### src/sv/cala_pkg.sv
// cala_pkg: shared types and constants of the calibrated altitude averager.
// Holds the request function codes, the controller command and status structs.
// No dependencies.
package cala_pkg;

    localparam int unsigned RANGE_W = 12;  // width of the height span register
    localparam int unsigned PCT_W   = 7;   // width of the altitude percentage
    localparam int unsigned MEAN_W  = 12;  // width of the reported mean level

    localparam logic [RANGE_W-1:0] RANGE_RESET  = 12'd1241;
    localparam logic [PCT_W-1:0]   FULL_PERCENT = 7'd100;
    localparam logic [PCT_W-1:0]   ZERO_PERCENT = 7'd0;

    // Register index as seen in paddr[2]
    localparam logic REG_SPAN = 1'b0;

    typedef enum logic [1:0] {
        FUNC_SAMPLE = 2'd0,
        FUNC_TICK   = 2'd1,
        FUNC_RECAL  = 2'd2
    } t_func;

    typedef struct packed {
        logic capture;     // latch the request payload
        logic smp_write;   // update the running sum, write the ring, advance the slot
        logic tick_count;  // count one conversion while uncalibrated
        logic mean_start;  // register the reciprocal product of the rounded mean
        logic mean_latch;  // take the mean, capture the reference if due
        logic pct_short;   // settle the percentage without a division
        logic pct_start;   // launch the divider on the percentage
        logic pct_latch;   // take the saturated percentage
        logic recal;       // clear the flag and the count
        logic load_out;    // load the result register
    } t_cmd;

    typedef struct packed {
        logic div_done;     // divider quotient is ready this cycle
        logic change_zero;  // reference does not lie above the mean
        logic range_zero;   // configured range is zero
    } t_status;

endpackage

### src/sv/cala_div.sv
// cala_div: restoring divider, one quotient bit per cycle.
// No dependencies.
module cala_div #(
    parameter int W = 19
) (
    input  logic         i_clk,
    input  logic         i_rst_n,
    input  logic         i_start,
    input  logic [W-1:0] i_dividend,
    input  logic [W-1:0] i_divisor,
    output logic         o_done,
    output logic [W-1:0] o_quotient
);

    localparam int CNT_W = (W > 1) ? $clog2(W) : 1;

    logic [W-1:0]     r_quo;
    logic [W-1:0]     r_rem;
    logic [W-1:0]     r_div;
    logic [CNT_W-1:0] r_cnt;
    logic             r_busy;
    logic             r_done;

    logic [W:0]   w_trial;
    logic [W:0]   w_diff;
    logic         w_ge;

    assign w_trial = {r_rem, r_quo[W-1]};
    assign w_diff  = w_trial - {1'b0, r_div};
    assign w_ge    = (w_trial >= {1'b0, r_div});

    always_ff @(posedge i_clk) begin
        if (!i_rst_n) begin
            r_busy <= 1'b0;
            r_done <= 1'b0;
            r_cnt  <= '0;
        end else begin
            r_done <= 1'b0;
            if (i_start) begin
                r_busy <= 1'b1;
                r_cnt  <= CNT_W'(W - 1);
            end else if (r_busy) begin
                if (r_cnt == '0) begin
                    r_busy <= 1'b0;
                    r_done <= 1'b1;
                end else begin
                    r_cnt <= r_cnt - 1'b1;
                end
            end
        end
    end

    always_ff @(posedge i_clk) begin
        if (i_start) begin
            r_quo <= i_dividend;
            r_rem <= '0;
            r_div <= i_divisor;
        end else if (r_busy) begin
            r_quo <= {r_quo[W-2:0], w_ge};
            r_rem <= w_ge ? w_diff[W-1:0] : w_trial[W-1:0];
        end
    end

    assign o_done     = r_done;
    assign o_quotient = r_quo;

endmodule

### src/sv/cala_datapath.sv
// cala_datapath: sample ring, running sum, calibration state and result register.
// Depends on cala_pkg and cala_div.
module cala_datapath #(
    parameter int RING_DEPTH  = 16,
    parameter int SAMPLE_BITS = 12
) (
    input  logic                           i_clk,
    input  logic                           i_rst_n,
    input  cala_pkg::t_cmd                 i_cmd,
    output cala_pkg::t_status              o_status,
    input  logic [SAMPLE_BITS-1:0]         i_sample,
    input  logic [cala_pkg::RANGE_W-1:0]   i_height_span,
    output logic [cala_pkg::PCT_W-1:0]     o_altitude_percent,
    output logic [cala_pkg::MEAN_W-1:0]    o_mean_level,
    output logic                           o_calibrated
);

    import cala_pkg::*;

    localparam int SB       = SAMPLE_BITS;
    localparam int SLOT_W   = $clog2(RING_DEPTH);
    localparam int SUM_W    = SB + $clog2(RING_DEPTH);
    localparam int CNT_W    = $clog2(RING_DEPTH + 2);
    localparam int MEAN_NW  = SUM_W + 1;
    localparam int MEAN_DEN = 2 * RING_DEPTH;
    // Rounded mean by reciprocal multiply: exact for every numerator below 2**MEAN_NW
    localparam int MEAN_SH  = MEAN_NW + $clog2(MEAN_DEN);
    localparam int RECIP_W  = MEAN_NW + 1;
    localparam int PROD_W   = MEAN_NW + RECIP_W;
    localparam longint unsigned MEAN_RECIP =
        ((64'd1 << MEAN_SH) + 64'(MEAN_DEN) - 64'd1) / 64'(MEAN_DEN);
    localparam logic [RECIP_W-1:0] RECIP_K = RECIP_W'(MEAN_RECIP);
    localparam int PCT_NW   = SB + PCT_W;
    localparam int DIV_W    = PCT_NW;

    logic [SB-1:0]         r_sample;
    logic [SB-1:0]         r_ring [RING_DEPTH];
    logic [RING_DEPTH-1:0] r_ring_vld;
    logic [SB-1:0]         r_rd_data;
    logic                  r_rd_vld;
    logic [SLOT_W-1:0]     r_slot;
    logic [SUM_W-1:0]      r_sum;
    logic [SB-1:0]         r_ref;
    logic                  r_cal;
    logic [CNT_W-1:0]      r_tick_cnt;
    logic [SB-1:0]         r_last_mean;
    logic [PCT_W-1:0]      r_last_pct;
    logic [PCT_W-1:0]      r_out_pct;
    logic [SB-1:0]         r_out_mean;
    logic                  r_out_cal;
    logic [PROD_W-1:0]     r_mean_prod;

    logic [SB-1:0]         w_old;
    logic [SB-1:0]         w_change;
    logic [PCT_NW-1:0]     w_pct_num;
    logic [MEAN_NW-1:0]    w_mean_num;
    logic [SB-1:0]         w_mean;
    logic [DIV_W-1:0]      w_quo;
    logic                  w_div_done;
    logic [SB+MEAN_W-1:0]  w_mean_ext;

    // Never-written ring entries read as zero
    assign w_old      = r_rd_vld ? r_rd_data : '0;
    assign w_change   = (r_ref > r_last_mean) ? (r_ref - r_last_mean) : '0;
    assign w_pct_num  = PCT_NW'(w_change) * PCT_NW'(FULL_PERCENT);
    assign w_mean_num = MEAN_NW'({r_sum, 1'b0}) + MEAN_NW'(RING_DEPTH);
    assign w_mean     = r_mean_prod[MEAN_SH +: SB];

    cala_div #(
        .W (DIV_W)
    ) u_div (
        .i_clk      (i_clk),
        .i_rst_n    (i_rst_n),
        .i_start    (i_cmd.pct_start),
        .i_dividend (w_pct_num),
        .i_divisor  (DIV_W'(i_height_span)),
        .o_done     (w_div_done),
        .o_quotient (w_quo)
    );

    assign o_status.div_done    = w_div_done;
    assign o_status.change_zero = (w_change == '0);
    assign o_status.range_zero  = (i_height_span == '0);

    // Ring memory: registered read at the current slot
    always_ff @(posedge i_clk) begin
        if (i_cmd.smp_write) begin
            r_ring[r_slot] <= r_sample;
        end
        r_rd_data <= r_ring[r_slot];
    end

    always_ff @(posedge i_clk) begin
        if (i_cmd.capture) begin
            r_sample <= i_sample;
        end
        if (i_cmd.mean_start) begin
            r_mean_prod <= PROD_W'(w_mean_num) * PROD_W'(RECIP_K);
        end
        if (i_cmd.load_out) begin
            r_out_pct  <= r_last_pct;
            r_out_mean <= r_last_mean;
            r_out_cal  <= r_cal;
        end
    end

    always_ff @(posedge i_clk) begin
        if (!i_rst_n) begin
            r_ring_vld  <= '0;
            r_rd_vld    <= 1'b0;
            r_slot      <= '0;
            r_sum       <= '0;
            r_ref       <= '0;
            r_cal       <= 1'b0;
            r_tick_cnt  <= '0;
            r_last_mean <= '0;
            r_last_pct  <= '0;
        end else begin
            r_rd_vld <= r_ring_vld[r_slot];
            if (i_cmd.smp_write) begin
                r_sum              <= r_sum - SUM_W'(w_old) + SUM_W'(r_sample);
                r_ring_vld[r_slot] <= 1'b1;
                r_slot             <= (r_slot == SLOT_W'(RING_DEPTH - 1)) ? '0 : r_slot + 1'b1;
            end
            if (i_cmd.tick_count && !r_cal && (r_tick_cnt <= CNT_W'(RING_DEPTH))) begin
                r_tick_cnt <= r_tick_cnt + 1'b1;
            end
            if (i_cmd.mean_latch) begin
                r_last_mean <= w_mean;
                if (!r_cal && (r_tick_cnt > CNT_W'(RING_DEPTH))) begin
                    r_ref <= w_mean;
                    r_cal <= 1'b1;
                end
            end
            if (i_cmd.pct_short) begin
                r_last_pct <= (w_change == '0) ? ZERO_PERCENT : FULL_PERCENT;
            end
            if (i_cmd.pct_latch) begin
                r_last_pct <= (w_quo > DIV_W'(FULL_PERCENT)) ? FULL_PERCENT : w_quo[PCT_W-1:0];
            end
            if (i_cmd.recal) begin
                r_cal      <= 1'b0;
                r_tick_cnt <= '0;
            end
        end
    end

    assign w_mean_ext         = {{MEAN_W{1'b0}}, r_out_mean};
    assign o_altitude_percent = r_out_pct;
    assign o_mean_level       = w_mean_ext[MEAN_W-1:0];
    assign o_calibrated       = r_out_cal;

    a_cal_needs_count: assert property (@(posedge i_clk) disable iff (!i_rst_n)
        $rose(r_cal) |-> (r_tick_cnt == CNT_W'(RING_DEPTH + 1)))
        else $error("calibration captured before the count passed the ring depth");

    a_pct_bounded: assert property (@(posedge i_clk) disable iff (!i_rst_n)
        i_cmd.load_out |=> (r_out_pct <= FULL_PERCENT))
        else $error("altitude percentage above full height");

endmodule

### src/sv/cala_ctrl.sv
// cala_ctrl: request sequencer and result handshake of the altitude averager.
// Depends on cala_pkg; drives the datapath through t_cmd, reads t_status.
module cala_ctrl (
    input  logic              i_clk,
    input  logic              i_rst_n,
    input  logic              i_in_valid,
    output logic              o_in_ready,
    input  logic [1:0]        i_func,
    output logic              o_out_valid,
    input  logic              i_out_ready,
    output cala_pkg::t_cmd    o_cmd,
    input  cala_pkg::t_status i_status
);

    import cala_pkg::*;

    typedef enum logic [7:0] {
        S_IDLE      = 8'b0000_0001,
        S_SAMPLE    = 8'b0000_0010,
        S_TICK      = 8'b0000_0100,
        S_MEAN_WAIT = 8'b0000_1000,
        S_PCT       = 8'b0001_0000,
        S_PCT_WAIT  = 8'b0010_0000,
        S_RECAL     = 8'b0100_0000,
        S_DONE      = 8'b1000_0000
    } t_state;

    t_state r_state;
    t_state n_state;
    logic   r_out_valid;
    logic   n_out_valid;
    logic   w_accept;
    logic   w_out_free;

    assign o_in_ready = (r_state == S_IDLE);
    assign w_accept   = i_in_valid && o_in_ready;
    assign w_out_free = !r_out_valid || i_out_ready;

    always_comb begin
        n_state     = r_state;
        n_out_valid = r_out_valid && !i_out_ready;
        o_cmd       = '0;
        unique case (r_state)
            S_IDLE: begin
                if (w_accept) begin
                    o_cmd.capture = 1'b1;
                    case (i_func)
                        FUNC_SAMPLE: n_state = S_SAMPLE;
                        FUNC_TICK:   n_state = S_TICK;
                        FUNC_RECAL:  n_state = S_RECAL;
                        default:     n_state = S_DONE;
                    endcase
                end
            end
            S_SAMPLE: begin
                o_cmd.smp_write = 1'b1;
                n_state         = S_DONE;
            end
            S_TICK: begin
                o_cmd.tick_count = 1'b1;
                o_cmd.mean_start = 1'b1;
                n_state          = S_MEAN_WAIT;
            end
            S_MEAN_WAIT: begin
                // Product registered last cycle; take the mean
                o_cmd.mean_latch = 1'b1;
                n_state          = S_PCT;
            end
            S_PCT: begin
                if (i_status.change_zero || i_status.range_zero) begin
                    o_cmd.pct_short = 1'b1;
                    n_state         = S_DONE;
                end else begin
                    o_cmd.pct_start = 1'b1;
                    n_state         = S_PCT_WAIT;
                end
            end
            S_PCT_WAIT: begin
                if (i_status.div_done) begin
                    o_cmd.pct_latch = 1'b1;
                    n_state         = S_DONE;
                end
            end
            S_RECAL: begin
                o_cmd.recal = 1'b1;
                n_state     = S_DONE;
            end
            S_DONE: begin
                if (w_out_free) begin
                    o_cmd.load_out = 1'b1;
                    n_out_valid    = 1'b1;
                    n_state        = S_IDLE;
                end
            end
            default: n_state = S_IDLE;
        endcase
    end

    always_ff @(posedge i_clk) begin
        if (!i_rst_n) begin
            r_state     <= S_IDLE;
            r_out_valid <= 1'b0;
        end else begin
            r_state     <= n_state;
            r_out_valid <= n_out_valid;
        end
    end

    assign o_out_valid = r_out_valid;

    a_no_overwrite: assert property (@(posedge i_clk) disable iff (!i_rst_n)
        o_cmd.load_out |-> (!r_out_valid || i_out_ready))
        else $error("result register loaded while a result is still pending");

    a_one_at_a_time: assert property (@(posedge i_clk) disable iff (!i_rst_n)
        w_accept |=> !o_in_ready)
        else $error("second request accepted while one is in work");

    a_mean_wait: assert property (@(posedge i_clk) disable iff (!i_rst_n)
        o_cmd.mean_start |=> (r_state == S_MEAN_WAIT))
        else $error("mean product registered without moving on to take it");

endmodule

### src/sv/calibrated_altitude_averager_core.sv
// calibrated_altitude_averager_core: top level of the altitude averager.
// Depends on cala_pkg, cala_ctrl, cala_datapath (with cala_div).
//
// Usage:
//   Requests enter on i_in_valid/o_in_ready with i_func and i_sample. A sample
//   request writes i_sample into the RING_DEPTH-entry ring and updates the
//   running sum. A tick request counts one conversion while uncalibrated, forms
//   the rounded mean of the ring and the altitude percentage against the ground
//   reference. A recalibrate request clears the flag and the count. Every
//   request yields exactly one result on o_out_valid/i_out_ready.
//   Throughput: one request at a time. A sample or recalibrate request goes
//   through a single work state to its result; a tick waits on the
//   bit-serial divider that forms the percentage, and the rounded mean comes
//   from a registered reciprocal multiply. A tick whose percentage needs no
//   division skips the divider. The next request is taken the cycle after
//   the result loads.
//   Reset (i_rst_n low, synchronous) clears the ring, the sum, the reference
//   and the calibration state; the height span returns to 1241.
//   When the receiver stalls, the result register holds its value; the next
//   request is still accepted and worked, and waits only to load its result.
module calibrated_altitude_averager_core #(
    parameter int RING_DEPTH  = 16,
    parameter int SAMPLE_BITS = 12
) (
    input  logic                          i_clk,
    input  logic                          i_rst_n,
    // request channel
    input  logic                          i_in_valid,
    output logic                          o_in_ready,
    input  logic [1:0]                    i_func,
    input  logic [SAMPLE_BITS-1:0]        i_sample,
    // result channel
    output logic                          o_out_valid,
    input  logic                          i_out_ready,
    output logic [cala_pkg::PCT_W-1:0]    o_altitude_percent,
    output logic [cala_pkg::MEAN_W-1:0]   o_mean_level,
    output logic                          o_calibrated,
    // configuration port, height span register at byte address 0
    input  logic                          psel,
    input  logic                          penable,
    input  logic                          pwrite,
    input  logic [2:0]                    paddr,
    input  logic [31:0]                   pwdata,
    output logic [31:0]                   prdata,
    output logic                          pready
);

    import cala_pkg::*;

    logic [RANGE_W-1:0] r_height_span;
    t_cmd               w_cmd;
    t_status            w_status;
    logic               w_cfg_write;

    // No wait states on the register port
    assign pready      = 1'b1;
    assign w_cfg_write = psel && penable && pwrite && pready && (paddr[2] == REG_SPAN);

    always_ff @(posedge i_clk) begin
        if (!i_rst_n) begin
            r_height_span <= RANGE_RESET;
        end else if (w_cfg_write) begin
            r_height_span <= pwdata[RANGE_W-1:0];
        end
    end

    // Read back the span; addresses beyond the register read as zero
    assign prdata = (paddr[2] == REG_SPAN) ? 32'(r_height_span) : '0;

    cala_ctrl u_ctrl (
        .i_clk       (i_clk),
        .i_rst_n     (i_rst_n),
        .i_in_valid  (i_in_valid),
        .o_in_ready  (o_in_ready),
        .i_func      (i_func),
        .o_out_valid (o_out_valid),
        .i_out_ready (i_out_ready),
        .o_cmd       (w_cmd),
        .i_status    (w_status)
    );

    cala_datapath #(
        .RING_DEPTH  (RING_DEPTH),
        .SAMPLE_BITS (SAMPLE_BITS)
    ) u_datapath (
        .i_clk              (i_clk),
        .i_rst_n            (i_rst_n),
        .i_cmd              (w_cmd),
        .o_status           (w_status),
        .i_sample           (i_sample),
        .i_height_span      (r_height_span),
        .o_altitude_percent (o_altitude_percent),
        .o_mean_level       (o_mean_level),
        .o_calibrated       (o_calibrated)
    );

endmodule
### config.mk
export PLATFORM = sky130hd
export DESIGN_NAME = calibrated_altitude_averager_core
export DESIGN_NICKNAME = d
export VERILOG_FILES = /design/src/sv/cala_pkg.sv /design/src/sv/cala_div.sv /design/src/sv/cala_datapath.sv /design/src/sv/cala_ctrl.sv /design/src/sv/calibrated_altitude_averager_core.sv
export SDC_FILE = /design/constraint.sdc
export NUM_CORES = 1
export LEC_CHECK = 0
export BUFFER_PORTS_ARGS = -buffer_cell sky130_fd_sc_hd__buf_2
export CORE_UTILIZATION = 40
export CTS_BUF_LIST = sky130_fd_sc_hd__clkbuf_8
export CTS_CLUSTER_SIZE = 30
export DETAILED_ROUTE_END_ITERATION = 10
export HOLD_SLACK_MARGIN = 0.03
export PLACE_DENSITY_LB_ADDON = 0.15
export RECOVER_POWER = 25
export SYNTH_ARGS = -nofsm -noshare
export SYNTH_HDL_FRONTEND = slang
export SYNTH_SLANG_ARGS = --single-unit
### constraint.sdc
create_clock -name i_clk -period 5 [get_ports i_clk]
set_clock_uncertainty 0.15 [all_clocks]
set_input_delay 0.25 -clock i_clk [delete_from_list [all_inputs] [get_ports i_clk]]
set_output_delay 0.25 -clock i_clk [all_outputs]
set_load 0.02 [all_outputs]
# --- Word-level counts from Yosys, hierarchy flattened ---
# Memories as Yosys holds them, arrays and structs flattened. A register that Yosys moved wholly into a read port is not among the register bits.
# Cells that the tools add are included.
classes:
  n_mux: 45
  add_sub_neg: 8
  n_lt_le_gt_ge: 7
  mul: 1
  reduce_logical: 28
  n_eq_ne: 15
  bitwise_logic: 5
ops:
  columns: ["operator", "n"]
  rows:
  - ["19-bit 2-to-1 mux", 3]
  - ["8-bit case mux with 7 select lines", 1]
  - ["12-bit 2-to-1 mux", 3]
  - ["8-bit 2-to-1 mux", 4]
  - ["7-bit 2-to-1 mux", 4]
  - ["12-bit zero test", 2]
  - ["8-bit case mux with 3 select lines", 1]
  - ["1-bit 2-to-1 mux", 21]
  - ["20-bit by 12-bit >= comparator with 1-bit output", 1]
  - ["19-bit by 7-bit greater-than comparator with 1-bit output (second input constant)", 1]
  - ["19-bit by 12-bit subtractor with 19-bit output", 1]
  - ["17-bit by 5-bit adder with 17-bit output (second input constant)", 1]
  - ["12-bit by 5-bit multiplier with 17-bit output (second input constant)", 1]
  - ["16-bit by 12-bit adder with 16-bit output", 1]
  - ["16-bit OR", 1]
  - ["16-bit by 12-bit subtractor with 16-bit output", 1]
  - ["5-bit 2-to-1 mux", 3]
  - ["12-bit greater-than comparator", 1]
  - ["12-bit subtractor", 1]
  - ["1-bit logical AND", 9]
  - ["8-bit by 1-bit equality test with 1-bit output (second input constant)", 1]
  - ["8-bit by 2-bit equality test with 1-bit output (second input constant)", 1]
  - ["8-bit by 3-bit equality test with 1-bit output (second input constant)", 1]
  - ["8-bit by 4-bit equality test with 1-bit output (second input constant)", 1]
  - ["other kinds (30)", 44]
word_totals:
  memories: 1
  out_inout_bits: 55
  ff_bits: 201
  wordCells: 135
  ram_bits: 192
memory_table:
  columns: ["memory", "words", "word_bits", "read_ports", "rd_ports_with_merged_regs", "wr", "line", "source"]
  rows:
  - ["u_datapath.r_ring", 16, 12, 1, 1, 1, "cala_datapath.sv:37", "logic [SB-1:0] r_ring [RING_DEPTH];"]

# --- Logic depth before layout (Yosys ltp) ---
depth:
  depth_word: 8
  mapped_depth: 24
  mapped_depth_nobuf: 23

# --- Modules after synthesis ---
# A second synthesis with hierarchy kept.
unflattened:
  hier_cells: 1601
  hier_area_um2: 20161.8
by_module_without_submodules:
  columns: ["mod", "cells_each", "n_inst", "area_each_um2"]
  rows:
  - ["cala_datapath", 1085, 1, 15184.6]
  - ["cala_div", 349, 1, 3584.7]
  - ["calibrated_altitude_averager_core", 89, 1, 778.2]
  - ["cala_ctrl", 78, 1, 614.3]

# --- Worst setup path after synthesis ---
# Ideal clock, no wire load.
synth_path:
  kind: "reg2reg"
  from: "reg u_datapath.r_ref[0]"
  to: "reg u_datapath.u_div.r_quo[18], in the netlist u_datapath.u_div.o_quotient[18] (data pin)"
  n_path_buf: 1
  path_stages_with_launch: 24
  arrival_ns: 4.742
  required_time_ns: 4.580
  setup_ns: 0.270
  setup_slack_ns: -0.162
  synth_period_minus_slack_ns: 5.162
  cell_sequence: "dfxtp_1 -> inv_1 -> ha_1 -> fa_1 -> nor2b_1 -> o21a_1 -> o21ai_0 -> a31oi_1 -> o41a_1 -> and2_1 -> clkbuf_1 -> and2_1 -> ha_1 -> ha_1 -> inv_1 -> fa_1 -> inv_1 -> ha_1 -> or3_1 -> o21a_1 -> a211o_1 -> a21oi_1 -> xnor2_1 -> o21ai_0"
synth_via:
  elab_chain_len: 7
  word_cells_on_any_way: 9
synth_rtl:
  columns: ["element", "line", "source"]
  rows:
  - ["from (decl)", "cala_datapath.sv:43", "logic [SB-1:0] r_ref;"]
  - ["from (signal assigned)", "cala_datapath.sv:131", "r_ref <= w_mean;"]
  - ["12-bit subtractor / 12-bit greater-than comparator (equally long branches)", "cala_datapath.sv:64", "assign w_change = (r_ref > r_last_mean) ? (r_ref - r_last_mean) : '0;"]
  - ["12-bit 2-to-1 mux *", "cala_datapath.sv:64", null]
  - ["branches (longest 4 deep; another with 12-bit by 5-bit multiplier with 17-bit output)", null, null]
  - ["19-bit 2-to-1 mux *", "cala_div.sv:54", "if (i_start) begin"]
  - ["to (signal assigned)", "cala_div.sv:55", "r_quo <= i_dividend;"]
  - ["to (signal assigned)", "cala_div.sv:59", "r_quo <= {r_quo[W-2:0], w_ge};"]
  - ["to (decl)", "cala_div.sv:17", "logic [W-1:0] r_quo;"]
# Mark *: on every way between the ends.
# A chain may end at the register's enable or synchronous reset.

# --- Worst setup path after layout ---
layout_path:
  from: "reg u_datapath.r_last_mean[5]"
  to: "reg u_datapath.u_div.r_quo[18], in the netlist u_datapath.u_div.o_quotient[18] (data pin)"
layout_via:
  elab_chain_len: 7
  word_cells_on_any_way: 9
layout_rtl:
  columns: ["element", "line", "source"]
  rows:
  - ["from (decl)", "cala_datapath.sv:46", "logic [SB-1:0] r_last_mean;"]
  - ["from (signal assigned)", "cala_datapath.sv:129", "r_last_mean <= w_mean;"]
  - ["12-bit subtractor / 12-bit greater-than comparator (equally long branches)", "cala_datapath.sv:64", null]
  - ["12-bit 2-to-1 mux *", "cala_datapath.sv:64", null]
  - ["branches (longest 4 deep; another with 12-bit by 5-bit multiplier with 17-bit output)", null, null]
  - ["19-bit 2-to-1 mux *", "cala_div.sv:54", null]
# Marks and branches as above.

==> impl_metrics.py <==
metrics = {
    "outcome": {
        "outcome": "finished, final reports clean",
    },
    "yosys": {
        "yosysWarningCount": 0,
        "simple_gate_fraction_of_synth_area_pct": 11.9,
        "post_synth_fa_ha_maj_area_fraction_pct": 8.71,
        "number_of_distinct_library_cells_after_synthesis": 67,
        "synth.avg_cell_area_sq_um": 12.3,
        "synth_xor_xnor_area_share_pct": 2.46,
        "post_synth_mux_area_share_pct": 8.66,
        "yosys.area.top_type": "sky130_fd_sc_hd__edfxtp_1",
        "synth_top_cells_by_area": "sky130_fd_sc_hd__edfxtp_1 42%, sky130_fd_sc_hd__dfxtp_1 14%, sky130_fd_sc_hd__mux4_2 7.7%",
        "synthesis.instances": 1533,
        "synth_compound_gate_area_share_pct": 7.35,
        "synthesis.area_sq_mm": 0.0189,
        "synth-async-reset-ratio_pct": 0,
        "postSynth.topFlopCell": "sky130_fd_sc_hd__edfxtp_1",
        "synthDominantCellAreaShare_pct": 42.1,
        "synth_top_family_by_area": "simple AND/OR/NAND/NOR gates",
        "ys_ff_latch": 400,
        "synth_enable_flop_cells": 265,
        "yosysSeqAreaShare_pct": 56.4,
    },
    "die": {
        "design.die.area_sq_mm": 0.0481,
        "core_area_sq_mm": 0.0466,
        "std_cell_rows": 79,
        "io-pin-count": 111,
        "start_util_pct": 40.6,
        "die_w_um": 219,
        "chipHeight_um": 219,
    },
    "route": {
        "drt_pass1_iterations": 5,
        "via_count": 12241,
        "via_per_inst": 5.09,
        "detail_route.drc_violations": 0,
        "final_antenna_net_count": 0,
        "detail_route.wl_per_cell_um": 17.5,
        "dr.first_iter.drc_count": 734,
        "wirelength_mm": 42.0,
    },
    "pwr": {
        "power.static_leakage_nw": 8.46,
        "power_density_mw_per_mm2": 324,
        "report.power.total_w": 0.00727,
        "vdd.ir_drop.worst_mv": 0.239,
    },
    "run": {
        "cap_viol_max_count": 0,
    },
    "final_layout": {
        "design.final.nets": 1915,
        "postLayoutCellArea_sq_mm": 0.0225,
        "final_layout_size_suffix_gt1_share_pct": 22.0,
        "final_cells": 2404,
        "antennaDiodeCount": 0,
        "final_core_utilization_pct": 48.3,
        "filler_cell_count": 4161,
        "syn_to_final_growth_pct": 18.9,
    },
    "worst_setup_path": {
        "timing_worst_setup_path_type": "register to register",
        "critPathBufInv": 5,
        "critical_path_required_ns": 5.21,
        "critPathMaxFanout": 5,
        "cp_max_delay_cell": "sky130_fd_sc_hd__fa_1",
        "critical-path-top-cell-by-count": "sky130_fd_sc_hd__ha_1",
        "worst_path_largest_cell_delay_ns": 0.50,
        "endpoint_kind": "register",
        "cells_along_the_critical_path": "inv_2, ha_4, a21o_1, a21o_1, a21oi_2, a31oi_2, o41a_1, buf_4, and3_4, buf_4, ha_1, ha_1, inv_1, fa_1, inv_1, ha_1, or3_4, o21a_1, a211o_1, a21oi_2, xnor2_1, o21ai_1",
        "worst-endpoint-arrival_ns": 5.12,
        "cp_delay_by_family_top": "compound AO/OA/AOI/OAI gates",
        "critical_path.startpoint_type": "register",
    },
    "grt": {
        "grt_pass1_wl_mm": 67.2,
        "global_route.overflow_total": 0,
        "number_of_antenna_violations_at_the_first_check_in_global_routing": 1,
        "grt_pass1_vias": 12523,
        "grt_max_degree": 61,
        "grt_use_total_pct": 18.2,
    },
    "timing": {
        "worst-slew-pin-transition_ns": 1.10,
        "finalMaxSlewViolations": 0,
        "min_period_ns": 4.90,
        "rsz_0062_raised_after_global_routing": "yes",
        "setup_viol": 0,
        "timing.final.hold_violations": 0,
        "layout_worst_path_cycle_share_pct": 98.0,
        "max_clock_freq_mhz": 204,
        "setup-tns-final_ns": 0,
        "slew_headroom_pct": 26.6,
    },
    "placement": {
        "numPlacedInstances": 2236,
        "place_congestion": 0.799,
        "buffer_ports.inserted": 67,
        "place_area_sq_mm": 0.0204,
        "dp.final_hpwl_mm": 28.0,
    },
    "clock_tree": {
        "tritoncts_clock_tree": "yes",
        "cts-root-buf": "sky130_fd_sc_hd__clkbuf_8",
        "cts_made_buffers": 71,
        "clk_latency_ns": 0.65,
        "clock_sink_count": 400,
        "cts_htree_levels": 3,
        "max-clock-path-buffers": 3,
        "clkTransAtPathRegs_ns": 0.06,
    },
    "min_path": {
        "min-delay-path-class": "primary input to register",
    },
}
[power breakdown]
part           leakage (nW)  switching [W]  total (W)  internal, W
Clock                 0.817        0.00138    0.00305      0.00168
Combinational          4.14       0.000309   0.000536     0.000227
Sequential             3.51      0.0000802    0.00368      0.00360
Total                  8.46        0.00177    0.00727      0.00551
[worst paths after layout]
check / slack [ns] / cells after the start / startpoint / endpoint
worst max-delay path: 0.1 / 22 / u_datapath.r_last_mean[5] / u_datapath.u_div.o_quotient[18]
worst min-delay path: 0.13 / 4 / penable / r_height_span[1]
worst min register to register: 0.29 / 0 / u_datapath.r_last_pct[6] / u_datapath.o_altitude_percent[6]
worst max register to register: 0.1 / 22 / u_datapath.r_last_mean[5] / u_datapath.u_div.o_quotient[18]
[placed cells by master (no fill, tap or decap), types with 18 or more instances in the layout]
cell	count
sky130_fd_sc_hd__edfxtp_1	265
sky130_fd_sc_hd__inv_1	135
sky130_fd_sc_hd__dfxtp_1	127
sky130_fd_sc_hd__nor2_1	117
sky130_fd_sc_hd__nand2_1	111
sky130_fd_sc_hd__buf_4	89
sky130_fd_sc_hd__clkbuf_8	86
sky130_fd_sc_hd__ha_1	83
sky130_fd_sc_hd__a21oi_1	68
sky130_fd_sc_hd__buf_2	67
sky130_fd_sc_hd__mux4_2	65
sky130_fd_sc_hd__nand3_1	47
sky130_fd_sc_hd__o21ai_0	42
sky130_fd_sc_hd__xnor2_1	38
sky130_fd_sc_hd__dlygate4sd3_1	33
sky130_fd_sc_hd__nor2b_1	26
sky130_fd_sc_hd__conb_1	21
sky130_fd_sc_hd__fa_1	20
sky130_fd_sc_hd__and2_1	19
sky130_fd_sc_hd__nand2b_1	18
sky130_fd_sc_hd__nor3_1	18
[area by class of cell]
cell class,instances,area (sq um),share of cell area [%]
Clock buffer,86,1180,5.27
Tap cell,607,759,3.38
Multi-Input combinational cell,952,7770,34.6
Sequential cell,400,10700,47.5
Inverter,123,462,2.05
Timing Repair Buffer,192,1350,6.00
Clock inverter,44,272,1.21
[logic make-up after synthesis]
| group | after synthesis |
|---|---|
| AOI/OAI and AO/OA | 223 |
| adders and majority gates | 119 |
| xor gates and xnor gates | 53 |
| buffers and inverters | 200 |
| other | 2 |
| muxes | 82 |
| DFF | 400 |
| and+or+nand+nor | 454 |
[worst register-to-register path, stage by stage (launching register included)]
cell and delay [ns]:
sky130_fd_sc_hd__dfxtp_2 0.34, sky130_fd_sc_hd__inv_2 0.05, sky130_fd_sc_hd__ha_4 0.23, sky130_fd_sc_hd__a21o_1 0.15, sky130_fd_sc_hd__a21o_1 0.18, sky130_fd_sc_hd__a21oi_2 0.13, sky130_fd_sc_hd__a31oi_2 0.11, sky130_fd_sc_hd__o41a_1 0.46
sky130_fd_sc_hd__buf_4 0.17, sky130_fd_sc_hd__and3_4 0.14, sky130_fd_sc_hd__buf_4 0.15, sky130_fd_sc_hd__ha_1 0.20, sky130_fd_sc_hd__ha_1 0.27, sky130_fd_sc_hd__inv_1 0.05, sky130_fd_sc_hd__fa_1 0.50, sky130_fd_sc_hd__inv_1 0.04
sky130_fd_sc_hd__ha_1 0.20, sky130_fd_sc_hd__or3_4 0.33, sky130_fd_sc_hd__o21a_1 0.21, sky130_fd_sc_hd__a211o_1 0.28, sky130_fd_sc_hd__a21oi_2 0.13, sky130_fd_sc_hd__xnor2_1 0.12, sky130_fd_sc_hd__o21ai_1 0.07
[state kept, by name, indices dropped and copies added, names as in the netlist, 16 cells and up]
signal,cells
u_datapath.r_sum,16
u_datapath.u_div.r_rem,19
u_datapath.u_div.o_quotient,19
u_datapath.r_ring_vld,16
u_datapath.r_ring,192
[per-layer routing]
layer	GRT usage, %	vias up	wire length, um
met5	0	-	13
li1	-	5951	-
met4	6.57	2	994
met1	23.3	5981	18900
met2	30.3	230	20400
met3	3.70	77	1670
[metrics by stage]
stage | worst slack [ns] | hold WS (ns)
6_report | 0.0983 | 0.126
4_1_cts | 0.000474 | 0.0338
3_3_place_gp | -0.180 | 0.269
2_1_floorplan | 0.0128 | 0.176
5_1_grt | -0.128 | 0.0921
3_5_place_dp | -0.243 | 0.268
[repair_timing]
| item | 4_1_cts | 5_1_grt |
|---|---|---|
| cloned | 0 | 0 |
| pin swaps | 24 | 20 |
| endpoints found under the setup margin | 7 | 7 |
| endpoints found under the hold margin | 40 | 0 |
| resized for setup | 26 | 26 |
| hold buffers | 33 | 0 |
| buffers inserted | 3 | 2 |
[synthesized netlist by cell type (4+ instances only)]
library cell and n:
sky130_fd_sc_hd__o21a_1 15, sky130_fd_sc_hd__xor2_1 15, sky130_fd_sc_hd__and4_1 6, sky130_fd_sc_hd__nand4b_1 5, sky130_fd_sc_hd__dfxtp_1 135, sky130_fd_sc_hd__o211ai_1 4, sky130_fd_sc_hd__or4_1 7, sky130_fd_sc_hd__edfxtp_1 265
sky130_fd_sc_hd__o31a_1 4, sky130_fd_sc_hd__nor3b_1 5, sky130_fd_sc_hd__nor2b_1 27, sky130_fd_sc_hd__nand4_1 6, sky130_fd_sc_hd__clkbuf_1 43, sky130_fd_sc_hd__nor4_1 17, sky130_fd_sc_hd__nor2_1 119, sky130_fd_sc_hd__ha_1 98
sky130_fd_sc_hd__and3_1 10, sky130_fd_sc_hd__nand3_1 47, sky130_fd_sc_hd__a22oi_1 4, sky130_fd_sc_hd__or3_1 10, sky130_fd_sc_hd__nand3b_1 7, sky130_fd_sc_hd__inv_1 123, sky130_fd_sc_hd__buf_4 22, sky130_fd_sc_hd__a211o_1 4
sky130_fd_sc_hd__nor3_1 23, sky130_fd_sc_hd__buf_2 5, sky130_fd_sc_hd__a211oi_1 11, sky130_fd_sc_hd__nand2_1 112, sky130_fd_sc_hd__a31oi_1 13, sky130_fd_sc_hd__mux4_2 65, sky130_fd_sc_hd__o31ai_1 7, sky130_fd_sc_hd__xnor2_1 38
sky130_fd_sc_hd__o21ai_0 49, sky130_fd_sc_hd__nand2b_1 19, sky130_fd_sc_hd__a21oi_1 73, sky130_fd_sc_hd__fa_1 21, sky130_fd_sc_hd__a21o_1 11, sky130_fd_sc_hd__o21bai_1 4, sky130_fd_sc_hd__and2_1 22, sky130_fd_sc_hd__buf_1 6
sky130_fd_sc_hd__mux2i_1 15
Power figures use the tool's default switching activity.
